==> config.mk <==
export PLATFORM = sky130hd
export DESIGN_NAME = three_byte_sample_frame_deframer
export DESIGN_NICKNAME = d
export VERILOG_FILES = /design/src/rtl/tbsfd_pkg.sv /design/src/rtl/tbsfd_ctrl.sv /design/src/rtl/tbsfd_dp.sv /design/src/rtl/three_byte_sample_frame_deframer.sv
export SDC_FILE = /design/constraint.sdc
export NUM_CORES = 1
export LEC_CHECK = 0
export ABC_AREA = 1
export BUFFER_PORTS_ARGS = -buffer_cell sky130_fd_sc_hd__buf_4
export CORE_ASPECT_RATIO = 2
export CORE_UTILIZATION = 65
export DETAILED_ROUTE_END_ITERATION = 7
export PLACE_DENSITY = 0.83
export SYNTH_ARGS = -nofsm -noshare
export SYNTH_HDL_FRONTEND = slang
export SYNTH_HIERARCHICAL = 1
export SYNTH_SLANG_ARGS = --single-unit
==> constraint.sdc <==
create_clock -name clk -period 11.2 [get_ports clk]
set_clock_uncertainty 0.1 [all_clocks]
set_input_delay 2.24 -clock clk [delete_from_list [all_inputs] [get_ports clk]]
set_output_delay 2.24 -clock clk [all_outputs]
set_load 0.02 [all_outputs]
==> src/rtl/tbsfd_pkg.sv <==
package tbsfd_pkg;

    localparam int CHANNELS_DEF = 16;

    localparam int CODE_W      = 16;
    localparam int GAIN_W      = 16;
    localparam int OFFSET_W    = 17;
    localparam int CFG_DATA_W  = 17;
    localparam int CFG_IDX_W   = 1;
    localparam int UV_W        = 21;
    localparam int EVENT_W     = 6;
    localparam int PROD_W      = CODE_W + GAIN_W;
    localparam int SCALE_SHIFT = 12;
    localparam int SLOT_CMP_W  = 7;

    localparam logic [GAIN_W-1:0]   GAIN_RESET   = 16'd12498;
    localparam logic [OFFSET_W-1:0] OFFSET_RESET = 17'd98800;

    localparam logic [CFG_IDX_W-1:0] REG_GAIN   = 1'd0;
    localparam logic [CFG_IDX_W-1:0] REG_OFFSET = 1'd1;

    // third byte bits 5:2 all ones close a frame
    localparam logic [3:0] FRAME_MARK = 4'hF;

    typedef enum logic [2:0] {
        ST_IDLE,
        ST_READ,
        ST_MULT,
        ST_LOAD,
        ST_OUT
    } state_t;

    typedef struct packed {
        logic word_we;
        logic rd_issue;
        logic mul_en;
        logic out_load;
        logic next_ch;
        logic frame_clear;
    } ctrl_cmd_t;

    typedef struct packed {
        logic frame_end;
        logic last_ch;
    } dp_status_t;

endpackage

==> src/rtl/tbsfd_ctrl.sv <==
module tbsfd_ctrl (
    input  logic                  clk,
    input  logic                  rst_n,
    input  logic                  in_valid,
    output logic                  in_stall,
    output logic                  out_valid,
    input  logic                  out_stall,
    input  tbsfd_pkg::dp_status_t status,
    output tbsfd_pkg::ctrl_cmd_t  cmd
);

    tbsfd_pkg::state_t state_reg;
    tbsfd_pkg::state_t state_next;

    always_ff @(posedge clk or negedge rst_n)
    begin
        if (!rst_n)
        begin
            state_reg <= tbsfd_pkg::ST_IDLE;
        end
        else
        begin
            state_reg <= state_next;
        end
    end

    always_comb
    begin
        state_next = state_reg;
        cmd        = '0;
        in_stall   = 1'b1;
        out_valid  = 1'b0;
        unique case (state_reg)
            tbsfd_pkg::ST_IDLE:
            begin
                in_stall    = 1'b0;
                cmd.word_we = in_valid;
                if (in_valid && status.frame_end)
                begin
                    state_next = tbsfd_pkg::ST_READ;
                end
            end
            tbsfd_pkg::ST_READ:
            begin
                cmd.rd_issue = 1'b1;
                state_next   = tbsfd_pkg::ST_MULT;
            end
            tbsfd_pkg::ST_MULT:
            begin
                cmd.mul_en = 1'b1;
                state_next = tbsfd_pkg::ST_LOAD;
            end
            tbsfd_pkg::ST_LOAD:
            begin
                cmd.out_load = 1'b1;
                state_next   = tbsfd_pkg::ST_OUT;
            end
            tbsfd_pkg::ST_OUT:
            begin
                out_valid = 1'b1;
                if (!out_stall)
                begin
                    if (status.last_ch)
                    begin
                        cmd.frame_clear = 1'b1;
                        state_next      = tbsfd_pkg::ST_IDLE;
                    end
                    else
                    begin
                        cmd.next_ch = 1'b1;
                        state_next  = tbsfd_pkg::ST_READ;
                    end
                end
            end
            default:
            begin
                state_next = tbsfd_pkg::ST_IDLE;
            end
        endcase
    end

    // no new word while a frame is being flushed
    a_valid_blocks_input: assert property (@(posedge clk) disable iff (!rst_n)
        out_valid |-> in_stall)
        else $error("input open during flush");

    a_frame_end_starts_flush: assert property (@(posedge clk) disable iff (!rst_n)
        (in_valid && !in_stall && status.frame_end) |=> (in_stall && !out_valid))
        else $error("frame end did not start flush");

    a_plain_word_keeps_open: assert property (@(posedge clk) disable iff (!rst_n)
        (in_valid && !in_stall && !status.frame_end) |=> !in_stall)
        else $error("plain word closed input");

    a_last_returns_idle: assert property (@(posedge clk) disable iff (!rst_n)
        (out_valid && !out_stall && status.last_ch) |=> (!in_stall && !out_valid))
        else $error("flush did not end after last sample");

endmodule

==> src/rtl/tbsfd_dp.sv <==
module tbsfd_dp #(
    parameter int CHANNELS = tbsfd_pkg::CHANNELS_DEF,
    parameter int IDX_W    = $clog2(CHANNELS)
) (
    input  logic                                   clk,
    input  logic                                   rst_n,
    input  tbsfd_pkg::ctrl_cmd_t                   cmd,
    output tbsfd_pkg::dp_status_t                  status,
    input  logic [7:0]                             first_byte,
    input  logic [7:0]                             second_byte,
    input  logic [7:0]                             third_byte,
    input  logic                                   cfg_we,
    input  logic [tbsfd_pkg::CFG_IDX_W-1:0]        cfg_index,
    input  logic [tbsfd_pkg::CFG_DATA_W-1:0]       cfg_data,
    output logic [IDX_W-1:0]                       channel_index,
    output logic [tbsfd_pkg::CODE_W-1:0]           sample_code,
    output logic signed [tbsfd_pkg::UV_W-1:0]      sample_microvolts_q4,
    output logic [tbsfd_pkg::EVENT_W-1:0]          event_code,
    output logic                                   last
);

    localparam logic [IDX_W-1:0] LAST_IDX = IDX_W'(CHANNELS - 1);

    // configuration
    logic [tbsfd_pkg::GAIN_W-1:0]   gain_reg;
    logic [tbsfd_pkg::OFFSET_W-1:0] offset_reg;

    // frame state
    logic [IDX_W-1:0]               word_idx_reg, word_idx_next;
    logic                           wrapped_reg, wrapped_next;
    logic [tbsfd_pkg::EVENT_W-1:0]  event_reg, event_next;
    logic [IDX_W-1:0]               ch_reg, ch_next;

    // sample store with per-entry valid bits, unwritten entries read as zero
    logic [tbsfd_pkg::CODE_W-1:0]   mem_store [CHANNELS];
    logic [CHANNELS-1:0]            written_reg;
    logic [tbsfd_pkg::CODE_W-1:0]   rd_data_reg;
    logic                           rd_hit_reg;
    logic [tbsfd_pkg::CODE_W-1:0]   rd_code;

    logic [tbsfd_pkg::PROD_W-1:0]   prod_reg;
    logic [tbsfd_pkg::UV_W-1:0]     uv_next;

    logic [tbsfd_pkg::CODE_W-1:0]   word_code;
    logic                           ttl;
    logic [tbsfd_pkg::SLOT_CMP_W-1:0] slot_wide;

    assign word_code = {third_byte[1:0], second_byte[6:0], first_byte[6:0]};
    assign ttl       = third_byte[2];
    assign slot_wide = tbsfd_pkg::SLOT_CMP_W'(word_idx_reg);

    assign status.frame_end = (third_byte[5:2] == tbsfd_pkg::FRAME_MARK);
    assign status.last_ch   = (ch_reg == LAST_IDX);

    always_ff @(posedge clk or negedge rst_n)
    begin
        if (!rst_n)
        begin
            gain_reg   <= tbsfd_pkg::GAIN_RESET;
            offset_reg <= tbsfd_pkg::OFFSET_RESET;
        end
        else if (cfg_we)
        begin
            unique case (cfg_index)
                tbsfd_pkg::REG_GAIN:   gain_reg   <= cfg_data[tbsfd_pkg::GAIN_W-1:0];
                tbsfd_pkg::REG_OFFSET: offset_reg <= cfg_data[tbsfd_pkg::OFFSET_W-1:0];
                default: ;
            endcase
        end
    end

    always_comb
    begin
        word_idx_next = word_idx_reg;
        wrapped_next  = wrapped_reg;
        event_next    = event_reg;
        ch_next       = ch_reg;
        if (cmd.word_we)
        begin
            // ttl bits only on the first pass, slot k sets bit k-1
            for (int j = 0; j < tbsfd_pkg::EVENT_W; j++)
            begin
                if (!wrapped_reg && (slot_wide == tbsfd_pkg::SLOT_CMP_W'(j + 1)))
                begin
                    event_next[j] = event_reg[j] | ttl;
                end
            end
            if (!status.frame_end)
            begin
                if (word_idx_reg == LAST_IDX)
                begin
                    word_idx_next = '0;
                    wrapped_next  = 1'b1;
                end
                else
                begin
                    word_idx_next = word_idx_reg + 1'b1;
                end
            end
        end
        if (cmd.next_ch)
        begin
            ch_next = ch_reg + 1'b1;
        end
        if (cmd.frame_clear)
        begin
            word_idx_next = '0;
            wrapped_next  = 1'b0;
            event_next    = '0;
            ch_next       = '0;
        end
    end

    always_ff @(posedge clk or negedge rst_n)
    begin
        if (!rst_n)
        begin
            word_idx_reg <= '0;
            wrapped_reg  <= 1'b0;
            event_reg    <= '0;
            ch_reg       <= '0;
            written_reg  <= '0;
        end
        else
        begin
            word_idx_reg <= word_idx_next;
            wrapped_reg  <= wrapped_next;
            event_reg    <= event_next;
            ch_reg       <= ch_next;
            if (cmd.word_we)
            begin
                written_reg[word_idx_reg] <= 1'b1;
            end
        end
    end

    always_ff @(posedge clk)
    begin
        if (cmd.word_we)
        begin
            mem_store[word_idx_reg] <= word_code;
        end
        if (cmd.rd_issue)
        begin
            rd_data_reg <= mem_store[ch_reg];
            rd_hit_reg  <= written_reg[ch_reg];
        end
    end

    assign rd_code = rd_hit_reg ? rd_data_reg : '0;

    // scale: (code * gain) >> 12, minus offset
    assign uv_next = tbsfd_pkg::UV_W'(prod_reg[tbsfd_pkg::PROD_W-1:tbsfd_pkg::SCALE_SHIFT])
                   - tbsfd_pkg::UV_W'(offset_reg);

    always_ff @(posedge clk)
    begin
        if (cmd.mul_en)
        begin
            prod_reg <= tbsfd_pkg::PROD_W'(rd_code) * tbsfd_pkg::PROD_W'(gain_reg);
        end
        if (cmd.out_load)
        begin
            channel_index        <= ch_reg;
            sample_code          <= rd_code;
            sample_microvolts_q4 <= signed'(uv_next);
            event_code           <= event_reg;
            last                 <= status.last_ch;
        end
    end

endmodule

==> src/rtl/three_byte_sample_frame_deframer.sv <==
// a word without the frame mark is taken while idle, and the next word may follow at once
// frame end: each sample walks the read, multiply and load states before it is offered, and the
// next one starts once the prior one is taken, paced by the shared read, multiply, scale path
// input stalls for the whole flush; the next word is taken the cycle after the last sample
// reset (rst_n low, async): index, wrap flag, event code and control clear, store reads as zeros,
// gain and offset return to their defaults
module three_byte_sample_frame_deframer #(
    parameter int CHANNELS = tbsfd_pkg::CHANNELS_DEF,
    parameter int IDX_W    = $clog2(CHANNELS)
) (
    input  logic                               clk,
    input  logic                               rst_n,
    // input request: one three-byte word
    input  logic                               in_valid,
    output logic                               in_stall,
    input  logic [7:0]                         first_byte,
    input  logic [7:0]                         second_byte,
    input  logic [7:0]                         third_byte,
    // output request: one channel sample
    output logic                               out_valid,
    input  logic                               out_stall,
    output logic [IDX_W-1:0]                   channel_index,
    output logic [tbsfd_pkg::CODE_W-1:0]       sample_code,
    output logic signed [tbsfd_pkg::UV_W-1:0]  sample_microvolts_q4,
    output logic [tbsfd_pkg::EVENT_W-1:0]      event_code,
    output logic                               last,
    // configuration writes
    input  logic                               cfg_we,
    input  logic [tbsfd_pkg::CFG_IDX_W-1:0]    cfg_index,
    input  logic [tbsfd_pkg::CFG_DATA_W-1:0]   cfg_data
);

    // command and status between sequencer and datapath
    tbsfd_pkg::ctrl_cmd_t  cmd;
    tbsfd_pkg::dp_status_t status;

    // sequencer: idle takes words, flush walks read, multiply, load, hand-off per channel
    tbsfd_ctrl u_ctrl (
        .clk       (clk),
        .rst_n     (rst_n),
        .in_valid  (in_valid),
        .in_stall  (in_stall),
        .out_valid (out_valid),
        .out_stall (out_stall),
        .status    (status),
        .cmd       (cmd)
    );

    // datapath: sample store, word index, event bits, scaling and output registers
    tbsfd_dp #(
        .CHANNELS (CHANNELS),
        .IDX_W    (IDX_W)
    ) u_dp (
        .clk                  (clk),
        .rst_n                (rst_n),
        .cmd                  (cmd),
        .status               (status),
        .first_byte           (first_byte),
        .second_byte          (second_byte),
        .third_byte           (third_byte),
        .cfg_we               (cfg_we),
        .cfg_index            (cfg_index),
        .cfg_data             (cfg_data),
        .channel_index        (channel_index),
        .sample_code          (sample_code),
        .sample_microvolts_q4 (sample_microvolts_q4),
        .event_code           (event_code),
        .last                 (last)
    );

endmodule
# After elaboration in Yosys (flattened, before gate mapping)
# Memories as Yosys holds them, arrays and structs flattened. A register that Yosys moved wholly into a read port is not among the register bits.
# Cells that the tools add are included.
# W data, S select, Z words.
dict set report op_classes {
  n_addsub 3
  n_mul 1
  order_cmp 3
  n_eq_ne 16
  muxes 39
  bitwise_logic 8
  n_reduce_logical 30
}
# op n
set ops {}
lappend ops {{$mul A16 B16 Y32} 1}
lappend ops {{$mux W4} 6}
lappend ops {{$mux W1} 23}
lappend ops {{$sub A20 B17 Y21} 1}
lappend ops {{$reduce_and A2 Y1} 10}
lappend ops {{$reduce_bool A2 Y1} 9}
lappend ops {{$mux W16} 1}
lappend ops {{$or A16 B16 Y16} 1}
lappend ops {{$pmux W3 S5} 1}
lappend ops {{$eq A4 B3 Y1 const B} 3}
lappend ops {{$eq A4 B4 Y1 const B} 3}
lappend ops {{$mux W6} 2}
lappend ops {{$lt A4 B5 Y1 const B} 2}
lappend ops {{$add A4 B1 Y4 const B} 2}
lappend ops {{$eq A4 B2 Y1 const B} 2}
lappend ops {{$logic_and A1 B1 Y1} 8}
lappend ops {{$eq A3 B2 Y1 const B} 2}
lappend ops {{$mux W3} 2}
lappend ops {{$or A1 B1 Y1} 6}
lappend ops {{$bmux W1 S4} 1}
lappend ops {{$demux W1 S4} 1}
lappend ops {{$eq A4 B1 Y1 const B} 1}
lappend ops {{$ge A4 B1 Y1 const B} 1}
lappend ops {{$mux W2} 2}
lappend ops {{other kinds (8)} 9}
dict set report totals {
  ff_bits 148
  ram_bits 256
  input_bits 47
  word_cells 121
  memories 1
}
# name depth word_bits rd rd_ports_with_merged_regs write_ports line
set memory_table {}
lappend memory_table {u_dp.mem_store 16 16 1 1 1 tbsfd_dp.sv:35} ;# logic [tbsfd_pkg::CODE_W-1:0] mem_store [CHANNELS];

# Depth between registers and ports, before layout
# Gate-level depths: netlist of run 1.
dict set report depth {
  depth_word 6
  mapped_depth 27
}

# By module
# The synthesis of run 1 kept the hierarchy.
# mod n_inst cells_each area_each_um2
set by_module_without_submodules {}
lappend by_module_without_submodules {tbsfd_dp 1 2414 24833.8}
lappend by_module_without_submodules {tbsfd_ctrl 1 31 203.9}

# Worst setup path before layout of run 1
# OpenSTA, ideal clock, no wires.
dict set report synth_path {
  path_kind {register -> register}
  startpoint {reg u_dp.rd_hit_reg}
  endpoint {reg u_dp/prod_reg[28] (netlist bit) (data pin)}
  arrival_time_ps 5285
  required_time_ps 10848
  setup_slack_ps 5563
  stages_incl_launch_ff 26
  n_path_buf 3
  synth_period_minus_slack_ps 5637
  path_cell_list {edfxtp_1 -> buf_6 -> buf_2 -> nand2_1 -> inv_1 -> buf_2 -> nand2_1 -> fa_1 -> fa_1 -> fa_1 -> fa_1 -> inv_1 -> fa_1 -> inv_1 -> fa_1 -> inv_1 -> ha_1 -> nand2_1 -> nor2_1 -> inv_1 -> nor2_1 -> nand2_1 -> o211ai_2 -> nand2_1 -> nand3_1 -> nand2_1}
}
dict set report synth_between {
  elab_chain_cells 2
}
# item line
set synth_rtl {}
lappend synth_rtl {{start, declared} tbsfd_dp.sv:38} ;# logic rd_hit_reg;
lappend synth_rtl {{start signal, assigned} tbsfd_dp.sv:146} ;# rd_hit_reg <= written_reg[ch_reg];
lappend synth_rtl {{$mux W16} tbsfd_dp.sv:150} ;# assign rd_code = rd_hit_reg ? rd_data_reg : '0;
lappend synth_rtl {{named net u_dp.rd_code (one bit)} tbsfd_dp.sv:39} ;# logic [tbsfd_pkg::CODE_W-1:0] rd_code;
lappend synth_rtl {{$mul A16 B16 Y32} tbsfd_dp.sv:160} ;# prod_reg <= tbsfd_pkg::PROD_W'(rd_code) * tbsfd_pkg::PROD_W'(gain_reg);
lappend synth_rtl {{end signal, assigned} tbsfd_dp.sv:160}
lappend synth_rtl {{end, declared} tbsfd_dp.sv:41} ;# logic [tbsfd_pkg::PROD_W-1:0] prod_reg;
# The timed path passes the listed nets, and every way through them passes these cells.
# A chain may end at the register's enable or synchronous reset.

# Worst setup path after layout of run 1
dict set report layout_path {
  startpoint {reg u_dp.rd_hit_reg}
  endpoint {reg u_dp/prod_reg[28] (netlist bit) (data pin)}
}
dict set report layout_between {
  elab_chain_cells 2
}
# item line
set layout_rtl {}
lappend layout_rtl {{$mux W16} tbsfd_dp.sv:150}
lappend layout_rtl {{$mul A16 B16 Y32} tbsfd_dp.sv:160}
# Every way passes these cells.

==> qor.yml, run 1 <==
grt_overflow: 0
dr_total_vias: 18400
initial_core_util_pct: 66.0
outcome: "complete, no violations"
rsz0062_at_grt: "false"
antenna_found_initial: 1
r2r_cells: 21
first_pass_iters: 6
cts_made_buffers: 37
ios: 97
detail-route-antenna-nets: 0
synthMuxAreaShare_pct: 0
post-cts-setup-buffers: 0
holdPathStages: 0
final-setup-viol-count: 0
r2r_end: "u_dp/prod_reg[28]"
clk_pin_slew_worst_paths_ns: 0.07
min_to: "u_dp/event_code[1]"
cts_resized: 0
drtIter0Drc: 1341
crit_required_ns: 11.39
yosys.area_share.simple_pct: 13.5
hpwl_mm: 49.1
period_share_pct: 66.1
ff2ff_setup_slack_ns: 3.79
cts_num_sinks: 408
drc_errors: 0
synth_xor_area_share_pct: 0.840
synth.avg_cell_area_um2: 10.2
layout.nets: 2880
viasPerCell: 6.12
synth_top_family_by_area: "adder cells"
cts_root_buf: "clkbuf_16"
wl_per_cell_um: 22.6
worst_ep_arrival_time_ns: 7.60
grt_max_degree: 105
synth_area_leaders: "edfxtp_1 (41%), fa_1 (16%), ha_1 (6.1%)"
worstPathMaxFanout: 16
ctsLongestPathBuffers: 3
min_from: "u_dp/event_reg[1]"
grt_pass1_wl_mm: 106
core_um2: 37900
reg2reg_from: "u_dp/rd_hit_reg"
yosys.area.top_type: "edfxtp_1"
fin_util_pct: 72.4
finalWorstPathRequiredPeriod_ns: 7.41
largest_reg_flops: 256
synth.top_cell.area_share_pct: 40.9
hp-class: "register to register"
cp-end-kind: "register"
synth-edff-count: 341
synth_compound_area_share_pct: 9.03
gp_congestion: 0.982
setup_tns_ns: 0
cts_hold_buf: 0
slew_headroom_pct: 23.9
grt_pass1_vias: 19800
critPathKind: "register to register"
layout-drive-gt1-share_pct: 9.31
clock_latency_ns: 0.57
drv_cap: 0
wl_mm: 68.1
seq_area_frac_synth_pct: 47.7
ys_types: 48
ys_ff_latch: 408
syn-instance-count: 2445
syn_nets: 2809
numPortBuffers: 92
hold_viol_final: 0
start_kind: "register"
dieArea_um2: 39400
synth_area_um2: 25000
drv_slew: 0
worst_pin_slew_ns: 1.14
synth_fa_ha_area_share_pct: 21.7
grt_usage_pct: 36.6
rows: 101
yosys_warnings: 6
async_flop_share_pct: 16.4
timing.fmax_ghz: 0.135
area_growth_pct: 9.58
h-tree-depth: 2
die_x_um: 141
die_h_um: 280
synth_ff_type: "edfxtp_1"
cts_tree: "built"
## cell usage in the layout, fill, tap and decap left out, drive strengths merged, types with 7 or more instances in the layout
master	count
fa	194
edfxtp	341
nand4	7
o21ai	213
clkbuf	45
o22ai	21
xor2	16
o211ai	22
xnor2	8
nor3	19
a21oi	70
ha	123
or2	8
nand2	393
inv	380
dfstp	13
o221ai	43
nor2	337
buf	122
clkinv	19
nand3	65
dfrtp	54
## cell type report
class / instances / area, µm²
diodes: 1 / 2.50
clock inverters: 23 / 279
fillers: 2659 / 10500
well taps: 463 / 579
inverters: 384 / 1440
clock buffers: 45 / 996
repair buffers: 122 / 916
flip-flops and latches: 408 / 11900
multi-input cells: 1563 / 11300
## Yosys cell counts (5+ instances only)
| library cell | count |
|---|---|
| dfstp_2 | 13 |
| nor3_1 | 19 |
| o21ai_0 | 169 |
| xor2_1 | 16 |
| o21a_1 | 5 |
| o21ai_2 | 6 |
| nand2_1 | 386 |
| nand4_1 | 7 |
| fa_1 | 194 |
| clkbuf_1 | 57 |
| nor2_1 | 333 |
| o211ai_1 | 21 |
| a21o_1 | 5 |
| nand2_2 | 6 |
| xnor2_1 | 8 |
| o21ai_1 | 38 |
| buf_2 | 25 |
| nand3_1 | 63 |
| or2_2 | 8 |
| ha_1 | 123 |
| dfrtp_1 | 54 |
| clkinv_1 | 9 |
| inv_1 | 372 |
| a21oi_1 | 70 |
| edfxtp_1 | 341 |
| o221ai_1 | 43 |
| o22ai_1 | 21 |
## routing by layer
metal / share of wire [%] / wire [µm] / global-route usage (%)
met4: 10 / 6940 / 32.7
met3: 6.7 / 4560 / 5.52
met2: 52 / 35700 / 65.0
met5: 0.026 / 18 / 0
met1: 31 / 20900 / 36.8
## cells by family (layout without fill, tap and decap cells)
| kind of cell | Yosys count | count (layout) |
|---|---|---|
| adders and majority gates | 317 | 317 |
| and+or+nand+nor | 835 | 835 |
| buffers and inverters | 474 | 574 |
| xor gates and xnor gates | 24 | 24 |
| other | 0 | 1 |
| AOI/OAI and AO/OA | 387 | 387 |
| DFF | 408 | 408 |
## worst max-delay path, cell delays in order (launching register included)
cell and delay, ns:
edfxtp_1 0.80, nand2_1 0.50, inv_1 0.57, nand2_1 0.18, fa_1 0.50, fa_1 0.54, inv_1 0.05, fa_1 0.57
fa_1 0.44, fa_1 0.50, inv_1 0.05, fa_1 0.74, inv_1 0.10, ha_1 0.36, a21oi_1 0.29, o21ai_0 0.18
a21oi_1 0.25, nor2_1 0.07, nor2_1 0.12, nand2_1 0.07, nand2_1 0.05, nand2_1 0.07
## how the worst max path moves through the flow
stage	start	end	slack, ns
6_report	u_dp/rd_hit_reg	u_dp/prod_reg[28]	3.79
5_1_grt	u_dp/rd_hit_reg	u_dp/prod_reg[30]	3.47
4_1_cts	u_dp/rd_hit_reg	u_dp/prod_reg[28]	3.97
3_5_place_dp	u_dp/rd_hit_reg	u_dp/prod_reg[28]	4.01
3_3_place_gp	u_dp/rd_hit_reg	u_dp/prod_reg[28]	4.18
2_1_floorplan	u_dp/rd_hit_reg	u_dp/prod_reg[28]	5.56
## through the flow
stage / hold slack, ns / setup slack [ns] / area [µm²] / cells
floorplan: 0.325 / 5.56 / 25000 / 2445
global placement: 0.335 / 4.18 / 26200 / 2940
detailed placement: 0.341 / 4.01 / 26200 / 2940
CTS: 0.357 / 3.97 / 27400 / 3008
global route: 0.372 / 3.47 / 27400 / 3008
finish: 0.357 / 3.79 / 27400 / 3009
Power of run 1 is not shown: default switching activity piles up to over one toggle a cycle in this logic, so the estimate is an artifact.
==> run 2: changes to the inputs <==
--- a/config.mk
+++ b/config.mk
@@ -8,9 +8,9 @@
 export ABC_AREA = 1
 export BUFFER_PORTS_ARGS = -buffer_cell sky130_fd_sc_hd__buf_4
 export CORE_ASPECT_RATIO = 2
-export CORE_UTILIZATION = 65
+export CORE_UTILIZATION = 57
 export DETAILED_ROUTE_END_ITERATION = 7
-export PLACE_DENSITY = 0.83
+export PLACE_DENSITY = 0.77
 export SYNTH_ARGS = -nofsm -noshare
 export SYNTH_HDL_FRONTEND = slang
 export SYNTH_HIERARCHICAL = 1
==> constraint.sdc (replaced) <==
create_clock -name clk -period 6.4 [get_ports clk]
set_clock_uncertainty 0.1 [all_clocks]
set_input_delay 1.28 -clock clk [delete_from_list [all_inputs] [get_ports clk]]
set_output_delay 1.28 -clock clk [all_outputs]
set_load 0.02 [all_outputs]
==> qor.yml, run 2 (same netlist as run 1, synthesis figures left out) <==
ios: 97  # unchanged
regArea_um2: 11900  # unchanged
cts_tree: "built"  # unchanged
multi_input_area_um2: 11300  # about the same
layout-drive-gt1-share_pct: 13.4  # was 9.31%
grt_pass1_vias: 19700  # was 19800
drv_cap: 0  # unchanged
grt_pass1_wl_mm: 110  # was 106 mm
die_h_um: 298  # was 280 µm
grt_max_degree: 101  # was 105
h-tree-depth: 2  # unchanged
crit_chain: "buf_12 -> nand2_1 -> clkinvlp_4 -> buf_4 -> nand2_1 -> fa_1 -> fa_1 -> fa_1 -> fa_1 -> fa_1 -> fa_2 -> inv_1 -> ha_1 -> buf_4 -> nand2_1 -> nor2_1 -> inv_1 -> nor3_1 -> nand3_1 -> nand3_1 -> nand2_1"  # was nand2_1 -> inv_1 -> nand2_1 -> fa_1 -> fa_1 -> inv_1 -> fa_1 -> fa_1 -> fa_1 -> inv_1 -> fa_1 -> inv_1 -> ha_1 -> a21oi_1 -> o21ai_0 -> a21oi_1 -> nor2_1 -> nor2_1 -> nand2_1 -> nand2_1 -> nand2_1
start_kind: "register"  # unchanged
period_share_pct: 96.8  # was 66.1%
worst_ep_arrival_time_ns: 6.36  # was 7.60 ns
slowest_stage: "fa_2"  # was edfxtp_1
core_um2: 43400  # was 37900 µm²
setup_tns_ns: 0  # unchanged
clk_pin_slew_worst_paths_ns: 0.07  # about the same
first_pass_iters: 5  # was 6
dr_total_vias: 18600  # was 18400
ff2ff_setup_slack_ns: 0.20  # was 3.79 ns
numPortBuffers: 92  # unchanged
critPathTopFamily: "adder cells"  # unchanged
layout_commonest_cell: "nand2_1"  # unchanged
viasPerCell: 5.83  # was 6.12
worstSetupStartpoint: "u_dp/rd_hit_reg"  # unchanged
area_growth_pct: 13.5  # was 9.58%
ctsLongestPathBuffers: 3  # unchanged
grt_usage_pct: 33.8  # was 36.6%
largest_reg_flops: 256  # unchanged
cts_num_sinks: 408  # unchanged
clock_latency_ns: 0.57  # about the same
layout.nets: 2980  # was 2880
antenna_cells: 0  # was 1
initial_core_util_pct: 57.7  # was 66.0%
worstPathMaxFanout: 15  # was 16
hp-class: "register to register"  # unchanged
wl_per_cell_um: 22.6  # about the same
fin_cells: 3193  # was 3009
antenna_found_initial: 0  # was 1
cp-end-kind: "register"  # unchanged
die_x_um: 150  # was 141 µm
fillers: 3349  # was 2659
cts_hold_buf: 0  # unchanged
cts_made_buffers: 36  # was 37
critPathKind: "register to register"  # unchanged
timing.hold.ws_ns: 0.358  # was 0.357 ns
dieArea_um2: 44800  # was 39400 µm²
outcome: "complete, no violations"  # unchanged
hold_viol_final: 0  # unchanged
final-setup-viol-count: 0  # unchanged
timing.fmax_ghz: 0.161  # was 0.135 GHz
cp_common_cell: "fa_1"  # unchanged
drc_errors: 0  # unchanged
min_from: "u_dp/event_reg[0]"  # was u_dp/event_reg[1]
hpwl_mm: 52.8  # was 49.1 mm
worst_pin_slew_ns: 1.07  # was 1.14 ns
cts_root_buf: "clkbuf_16"  # unchanged
drtIter0Drc: 1268  # was 1341
reg2reg_from: "u_dp/rd_hit_reg"  # unchanged
mostFrequentLayoutCells: "nand2_1 (385), inv_1 (368), edfxtp_1 (341)"  # was nand2_1 (386), inv_1 (371), edfxtp_1 (341)
drv_slew: 0  # unchanged
gp_congestion: 1.03  # was 0.982
max_stage_delay_ns: 0.63  # was 0.80 ns
crit_required_ns: 6.56  # was 11.39 ns
slew_headroom_pct: 28.8  # was 23.9%
detail-route-antenna-nets: 0  # unchanged
critPathBufInv: 6  # was 4
dp.cells: 3124  # was 2940
wl_mm: 72.1  # was 68.1 mm
rows: 108  # was 101
finalWorstPathRequiredPeriod_ns: 6.20  # was 7.41 ns
grt_overflow: 0  # unchanged
-- run 2: cell type report --
type | count | area share [%]
Sequential cell | 408 | 42.0
Multi-Input combinational cell | 1563 | 39.8
Timing Repair Buffer | 222 | 6.04
Inverter | 384 | 5.13
Clock buffer | 41 | 3.27
Tap cell | 550 | 2.42
Clock inverter | 24 | 1.27
Timing Repair inverter | 1 | 0.0176
-- run 2: worst paths after layout --
path | endpoint | cells past startpoint
setup / recovery | u_dp/prod_reg[25] | 21
hold / removal | u_dp/event_code[0] | 0
setup reg to reg | u_dp/prod_reg[25] | 21
hold reg to reg | u_dp/event_code[0] | 0
max in group asynchronous | u_dp/ch_reg[0] | 1
min in group asynchronous | u_dp/event_reg[2] | 1
-- run 2: stage by stage --
stage                     util, %  area, µm²  setup slack, ns
after floorplan                 -      25000            0.763
after global placement       62.4      27100            0.263
after detailed placement     62.4      27100            0.176
after CTS                    65.3      28300            0.132
after global routing         65.5      28400         -0.00625
final                        65.5      28400            0.204
-- run 2: worst reg2reg max path, stage by stage, from the launching register on --
cell        delay (ns)
edfxtp_1          0.42
buf_12            0.17
nand2_1           0.13
clkinvlp_4        0.25
buf_4             0.24
nand2_1           0.08
fa_1              0.43
fa_1              0.49
fa_1              0.52
fa_1              0.57
fa_1              0.43
fa_2              0.63
inv_1             0.07
ha_1              0.33
buf_4             0.15
nand2_1           0.09
nor2_1            0.15
inv_1             0.07
nor3_1            0.22
nand3_1           0.14
nand3_1           0.09
nand2_1           0.13
-- run 2: metal layers --
layer  vias to the layer above  share of wire, %  global-route usage [%]
met5                         -                 0                       0
met4                         0               9.7                    28.8
met3                       303               5.7                    4.69
met2                       835                54                    61.4
met1                      9117                31                    32.9
li1                       8362                 -                       -
-- run 2: repair_timing --
action / 4_1_cts / 5_1_grt
setup buffers: 0 / 3
resized for setup: 0 / 20
setup endpoints to repair: 0 / 15
Power of run 2 is left out for the same reason.
